[config.mk]
export PLATFORM = sky130hd
export DESIGN_NAME = cfc_csr
export DESIGN_NICKNAME = d
export VERILOG_FILES = /design/src/rtl/cfc_pkg.sv /design/src/rtl/cfc_csr.sv
export SDC_FILE = /design/constraint.sdc
export NUM_CORES = 1
export LEC_CHECK = 0
export ABC_AREA = 1
export BUFFER_PORTS_ARGS = -buffer_cell sky130_fd_sc_hd__buf_2
export CORE_ASPECT_RATIO = 0.8
export CORE_MARGIN = 4
export CORE_UTILIZATION = 50
export CTS_CLUSTER_DIAMETER = 40
export DETAILED_ROUTE_END_ITERATION = 10
export PLACE_DENSITY = 0.78
export REMOVE_ABC_BUFFERS = 1
export SYNTH_ARGS = -nofsm -noshare
export SYNTH_HDL_FRONTEND = slang
export SYNTH_SLANG_ARGS = --single-unit
[constraint.sdc]
create_clock -name clock -period 1.45 [get_ports clock]
set_input_delay 0.2175 -clock clock [delete_from_list [all_inputs] [get_ports clock]]
set_output_delay 0.2175 -clock clock [all_outputs]
set_load 0.02 [all_outputs]
[src/rtl/cfc_pkg.sv]
`default_nettype none

package cfc_pkg;

   localparam int PLANE_COUNT = 6;
   localparam int CSR_INDEX_WIDTH = 3;
   localparam int PLANE_WIDTH = 64;
   localparam int COORD_WIDTH = 24;
   localparam int PROD_WIDTH = 36;
   localparam int ADDEND_WIDTH = 38;
   localparam int SUM_WIDTH = 42;

   localparam logic [1:0] CMD_POINT = 2'd0;
   localparam logic [1:0] CMD_SPHERE = 2'd1;
   localparam logic [1:0] CMD_CUBE = 2'd2;
   localparam logic [1:0] CMD_BOX = 2'd3;

   localparam logic [1:0] VERDICT_OUTSIDE = 2'd0;
   localparam logic [1:0] VERDICT_INSIDE = 2'd1;
   localparam logic [1:0] VERDICT_INTERSECT = 2'd2;

   typedef logic [PLANE_WIDTH-1:0] plane_word_type;

   typedef struct packed {
      logic [1:0] cmd;
      logic signed [COORD_WIDTH-1:0] x_lo;
      logic signed [COORD_WIDTH-1:0] y_lo;
      logic signed [COORD_WIDTH-1:0] z_lo;
      logic signed [COORD_WIDTH-1:0] x_hi;
      logic signed [COORD_WIDTH-1:0] y_hi;
      logic signed [COORD_WIDTH-1:0] z_hi;
      logic [COORD_WIDTH-1:0] extent;
   } query_type;

   typedef struct packed {
      logic outside;
      logic below;
   } plane_flags_type;

endpackage

`default_nettype wire

[src/rtl/cfc_csr.sv]
`default_nettype none

module cfc_csr (
   input wire logic clock,
   input wire logic reset,
   input wire logic csr_valid,
   output logic csr_ready,
   input wire logic [cfc_pkg::CSR_INDEX_WIDTH-1:0] csr_index,
   input wire logic [cfc_pkg::PLANE_WIDTH-1:0] csr_wdata,
   output cfc_pkg::plane_word_type [cfc_pkg::PLANE_COUNT-1:0] planes
);

   cfc_pkg::plane_word_type [cfc_pkg::PLANE_COUNT-1:0] planes_ff;
   cfc_pkg::plane_word_type [cfc_pkg::PLANE_COUNT-1:0] planes_in;

   assign csr_ready = 1'b1;
   assign planes = planes_ff;

   always_comb begin
      planes_in = planes_ff;
      for (int i = 0; i < cfc_pkg::PLANE_COUNT; i++) begin
         if (csr_valid && csr_index == cfc_pkg::CSR_INDEX_WIDTH'(i)) begin
            planes_in[i] = csr_wdata;
         end
      end
   end

   always_ff @(posedge clock) begin
      if (reset) begin
         planes_ff <= '0;
      end else begin
         planes_ff <= planes_in;
      end
   end

endmodule

`default_nettype wire

==> results of run 1 <==
==> final cells by class <==
class                      count  share of cell area (%)
sequential                   384                    39.5
multi-input combinational   1553                    32.9
timing repair buffer         500                    15.8
clock buffer                  56                    6.21
tap                          406                    2.61
clock inverter                22                    1.53
inverter                      71                    1.42
antenna                        1                  0.0129
==> layout by cell type, fill, tap and decap left out, drive strengths merged <==
master,count
nor2,778
clkinvlp,2
nand3,384
diode,1
buf,500
clkbuf,56
conb,1
clkinv,11
bufinv,6
inv,74
dfxtp,384
nand2,390
==> worst min-delay path: stages <==
cell and delay [ns]:
buf_2 0.08, inv_1 0.08, nand3_1 0.09, nand2_1 0.05, nor2_1 0.07
==> per-layer routing <==
metal | part of all wire (%) | vias to the layer above | GRT usage (%) | wire length, um
li1 | - | 7503 | - | -
met1 | 37 | 7177 | 36.2 | 19300
met2 | 47 | 890 | 49.5 | 24300
met3 | 12 | 130 | 8.12 | 6050
met4 | 3.7 | 0 | 11.3 | 1890
met5 | 0 | - | 0 | 0
==> power groups by stage <==
stage | combinational [mW] | clock (mW) | sequential (mW)
6_report | 2.90 | 11.4 | 11.2
5_1_grt | 3.15 | 12.0 | 11.2
4_1_cts | 2.89 | 11.6 | 11.1
3_5_place_dp | 2.87 | 0 | 11.4
3_3_place_gp | 2.82 | 0 | 11.4
2_1_floorplan | 1.66 | 0 | 11.8
==> kinds of logic after synthesis <==
family | Yosys count | synth area share, %
buffers and inverters | 232 | 6.71
AND/OR/NAND/NOR | 1552 | 42.2
flip-flops | 384 | 51.1
other | 1 | 0.0249
==> metrics by stage <==
step	total power [mW]	TNS, ns	setup WS (ns)
global route	26.4	0	0.0754
global placement	14.2	0	0.139
detailed placement	14.2	0	0.0763
finish	25.5	0	0.109
floorplan	13.4	-2395.93	-6.89
CTS	25.6	0	0.0824
==> worst paths after layout <==
kind | start | endpoint | depth (start not counted)
setup / recovery | planes[168]$_SDFFE_PP0P_ | planes[168] | 1
hold / removal | csr_wdata[58] | planes[314]$_SDFFE_PP0P_ | 5
setup reg to reg | planes[163]$_SDFFE_PP0P_ | planes[163]$_SDFFE_PP0P_ | 2
hold reg to reg | planes[48]$_SDFFE_PP0P_ | planes[48]$_SDFFE_PP0P_ | 2
==> results.ini, run 1 <==
[cells_and_area]
register_area_um2=7690
nFillCells=2460
area_delta_synth_final_pct=29.1
final_nets=2623
stdcell_area_um2=19400
largest_register_ffs=384
stdcell_count=2993
postLayoutCoreUtil_pct=65.9
multi_input_area_um2=6390
drive_gt1_share_pct=22.7

[worst_setup_path]
start_kind=register
cp.arrival_ns=1.12
worstPathMaxFanout=2
required_ns=1.23
crit_type=reg -> out
crit_family=flip-flops
crit_path_max_incr_delay_ns=0.40
worst_path_max_delay_cell=dfxtp_1
endpoint_kind=primary output
rrSetupSlack_ns=0.77
cp.buffers_inverters=1
cp_cell_sequence=buf_2

[routing]
dr.pass1.iters=6
routed_wl_um=51500
avgViaCountPerCell=5.25
drt_iter0_drc=1185
wl_per_cell_um=17.2
ant_nets=0
post-route-drc-count=0
dr_total_vias=15700

[placement]
gp_congestion=0.859
dpl_cell_area_um2=17900
dp_hpwl_um=33800
io_buffers=453
place_inst=2914

[sta]
hold_violations=0
rsz0062_at_grt=no
fmax_ghz=0.745
finalCriticalPeriod_ns=1.34
report.final.slew_viol_count=0
holdWs_ns=0.0941
finalCritPeriodShare_pct=92.5
skew_ns=0
setup_viol=0

[power]
p_sw_share_pct=26.1
p_sw_mw=6.64
power.density_nw_per_um2=1310
clkPwrFrac_pct=44.8
leakagePower_nw=9.59
ir_drop_uv=1040
power_frac_comb_pct=11.4
power_frac_seq_pct=43.8
intPower_mw=18.8

[floorplan]
io_pins=455
start_util_pct=51.0
fp.dieW_um=202
core-area_um2=29500
rows=56
die_height_um=163
die_area_um2=33000

[run]
maxCapViolations=0

[yosys]
syn_area_per_cell_um2=6.94
synth-seq-cells=384
synth_cell_type_count=15
yosysTopAreaCell=dfxtp_1
netlist_top_cells_area=dfxtp_1, nor2_1, nand3_1
synth_most_common_cell=nor2_1
synth_area_um2=15100
synthTopCellsByCount=nor2_1, nand2_1, dfxtp_1, nand3_1, buf_2
synthArstFlopShare_pct=0
synth-main-ff-cell=dfxtp_1
ys_seq_area_share_pct=51.1
yosysTopAreaCellShare_pct=51.1
syn_inst=2169
ys_warn_count=0
synth_edf_count=0

[global_route]
grt_usage_pct=29.4
grt_max_degree=75
grt_first_pass_wirelength_um=79000
overflow=0
first_global_vias=14834
antenna_found_initial=1

[status]
status=complete, no violations

[clocking]
cts_buffers=43
clockRootBuffer=clkbuf_16
cts_resized=0
htree_levels=2
cts_tree=built
clkSlewWorstSetupHoldPaths_ns=0.06
postCtsSetupBuffers=0
cts_hold_buf=0
cts_sinks=384
ctsLongestPathBuffers=3
clk_latency_ns=0.52

[worst_hold_path]
hold_path.class=in -> reg

Note: power is estimated with default switching activity, not from simulation.
==> inputs of run 2 (changes only) <==
--- a/config.mk
+++ b/config.mk
@@ -5,7 +5,6 @@
 export SDC_FILE = /design/constraint.sdc
 export NUM_CORES = 1
 export LEC_CHECK = 0
-export ABC_AREA = 1
 export BUFFER_PORTS_ARGS = -buffer_cell sky130_fd_sc_hd__buf_2
 export CORE_ASPECT_RATIO = 0.8
 export CORE_MARGIN = 4
==> run 2 against run 1 <==
- synthesized cell count fell by 39%
- routed wire length fell by 18%
- largest power group unchanged
- clock skew did not move
- critical endpoint is now planes[21]
- register-to-register slack barely moved
- non-clock buffer count fell by 2
- fmax rose by 2.1%
==> results.ini, run 2 <==
[power]
ir_drop_uv=707  ; -32%
leakagePower_nw=10.5  ; +9.0%
total_power_mw=24.2  ; -5.1%
power.density_nw_per_um2=1250  ; -4.8%

[clocking]
postCtsSetupBuffers=0  ; unchanged
clkSlewWorstSetupHoldPaths_ns=0.06  ; about the same
ctsLongestPathBuffers=3  ; unchanged
htree_levels=2  ; unchanged
cts_tree=built
cts_hold_buf=0  ; unchanged
cts_buffers=45  ; +4.7%
cts_resized=0  ; unchanged
cts_sinks=384  ; unchanged
clk_latency_ns=0.52  ; about the same
clockRootBuffer=clkbuf_16

[worst_setup_path]
endpoint_kind=primary output
crit_family=flip-flops
cp_cell_sequence=buf_2
reg2reg_depth=2  ; unchanged
worst_path_max_delay_cell=dfxtp_1
crit_type=reg -> out
timing.rr.end=planes[357]$_SDFFE_PP0P_
worstPathMaxFanout=2  ; unchanged
rrSetupSlack_ns=0.76  ; about the same
crit_path_max_incr_delay_ns=0.37  ; -0.03 ns
cp.buffers_inverters=1  ; unchanged
required_ns=1.23  ; about the same
r2r-start=planes[357]$_SDFFE_PP0P_
start_kind=register
cp.arrival_ns=1.10  ; -0.02 ns

[routing]
avgViaCountPerCell=5.06  ; -3.5%
dr.pass1.iters=5  ; -1
post-route-drc-count=0  ; unchanged
drt_iter0_drc=390  ; -67%
ant_nets=0  ; unchanged
routed_wl_um=42300  ; -18%
wl_per_cell_um=19.4  ; +13%
dr_total_vias=11016  ; -30%

[yosys]
ys_seq_area_share_pct=51.8  ; +0.71 points
yosysTopAreaCellShare_pct=51.8  ; +0.71 points
synth_cell_type_count=14  ; -1
synth_most_common_cell=nand2b_1
synth-main-ff-cell=dfxtp_1
yosysTopAreaCell=dfxtp_1
ys_warn_count=0  ; unchanged
synth_edf_count=0  ; unchanged
synth_area_um2=14900  ; -1.4%
syn_inst=1319  ; -39%
synthArstFlopShare_pct=0  ; unchanged
syn_area_per_cell_um2=11.3  ; +62%
synthTopCellsByCount=nand2b_1, dfxtp_1, mux2i_1, clkbuf_1, buf_2
netlist_top_cells_area=dfxtp_1, mux2i_1, nand2b_1
synth-seq-cells=384  ; unchanged

[global_route]
antenna_found_initial=0  ; -1
grt_max_degree=78  ; +4.0%
first_global_vias=11470  ; -23%
overflow=0  ; unchanged
grt_first_pass_wirelength_um=65900  ; -17%
grt_usage_pct=25.1  ; -4.3 points

[floorplan]
fp.dieW_um=201  ; -0.66%
start_util_pct=50.7  ; -0.34 points
die_height_um=162  ; -0.66%
rows=56  ; unchanged
io_pins=455  ; unchanged
core-area_um2=29300  ; -0.71%
die_area_um2=32500  ; -1.3%

[sta]
report.final.slew_viol_count=0  ; unchanged
fmax_ghz=0.761  ; +2.1%
setup_slack_ns=0.136  ; +0.0278 ns
skew_ns=0  ; unchanged
holdWs_ns=0.0757  ; -0.0185 ns
hold_violations=0  ; unchanged
tightestPinTransition_ns=0.562
finalCritPeriodShare_pct=90.6  ; -1.9 points
rsz0062_at_grt=no
timing.slew.headroom_pct=62.5
finalCriticalPeriod_ns=1.31  ; -0.0278 ns
setup_viol=0  ; unchanged

[worst_hold_path]
hold_path.class=in -> reg
hold_end=planes[338]$_SDFFE_PP0P_
holdCritStartpoint=csr_wdata[18]
hold_depth=3  ; -2

[placement]
dp_slack_ns=-0.0817  ; -0.158 ns
io_buffers=453  ; unchanged
gp_congestion=0.807  ; -6.1%
dpl_cell_area_um2=17800  ; -0.52%
dp_hpwl_um=30000  ; -11%

[cells_and_area]
diodes=0  ; -1
area_delta_synth_final_pct=30.4
largest_register_ffs=384  ; unchanged
final_common_cell=buf_2
final_nets=1840  ; -30%
layout_common_cells=buf_2, nand2b_1, mux2i_1, dfxtp_1, clkbuf_16
nFillCells=2295  ; -6.7%
stdcell_area_um2=19400  ; -0.37%
drive_gt1_share_pct=32.2  ; +9.5 points

[status]
status=complete, no violations

[run]
maxCapViolations=0  ; unchanged

==> run 2: changes by cell type after synthesis, moves of 4 or more <==
cell      previous run  this run
nand3_1            384         0
buf_4                1         6
nand2b_1             0       448
nor2_1             771         0
nand2_1            389         0
mux2i_1              0       384
inv_1               68         0
buf_2              108        37
nor2_4               6         0
buf_1                4         0
==> run 2: cell type report <==
type	instances	area [um^2]	share of cell area (%)
tap	377	472	2.44
clock buffer	54	1260	6.52
clock inverter	23	268	1.38
multi-input combinational	841	6790	35.0
sequential	384	7690	39.7
timing repair buffer	498	2890	14.9
==> run 2: power by group <==
part           internal (mW)  leakage, nW  switching, mW
Clock                   7.09        0.760           4.36
Sequential              10.8         3.11          0.126
Combinational          0.750         6.59           1.06
==> run 2: how the worst max path moves through the flow <==
stage                             from                       to  slack [ns]  cells past startpoint
6_report       planes[21]$_SDFFE_PP0P_               planes[21]        0.14                      1
5_1_grt        planes[47]$_SDFFE_PP0P_               planes[47]         0.1                      1
4_1_cts        planes[21]$_SDFFE_PP0P_               planes[21]        0.11                      1
3_5_place_dp                 csr_valid  planes[12]$_SDFFE_PP0P_       -0.08                      5
3_3_place_gp                 csr_valid  planes[25]$_SDFFE_PP0P_        0.01                      5
2_1_floorplan             csr_index[2]   planes[0]$_SDFFE_PP0P_       -7.25                      2
==> run 2: metrics by stage <==
step	std cells	setup TNS [ns]	util (%)
after floorplan	1225	-1044.55	-
after global placement	2100	0	60.9
after detailed placement	2100	-1.04	60.9
after CTS	2177	0	66.1
after global routing	2177	0	66.1
final	2177	0	66.1
==> run 2: routing by layer <==
layer | vias to the layer above | GRT usage (%) | routed length (um)
li1 | 5257 | - | -
met1 | 5300 | 30.1 | 17500
met2 | 378 | 42.3 | 19800
met3 | 81 | 9.00 | 3710
met4 | 0 | 8.29 | 1310
met5 | - | 0 | 0
==> run 2: cells by family (layout without fill, tap and decap cells) <==
| kind of cell | Yosys count | in the layout | synth area share (%) |
|---|---|---|---|
| and+or+nand+nor | 456 | 456 | 19.4 |
| buffers and inverters | 94 | 575 | 2.90 |
| DFF | 384 | 384 | 51.8 |
| muxes | 384 | 384 | 25.9 |
| other | 1 | 1 | 0.0253 |
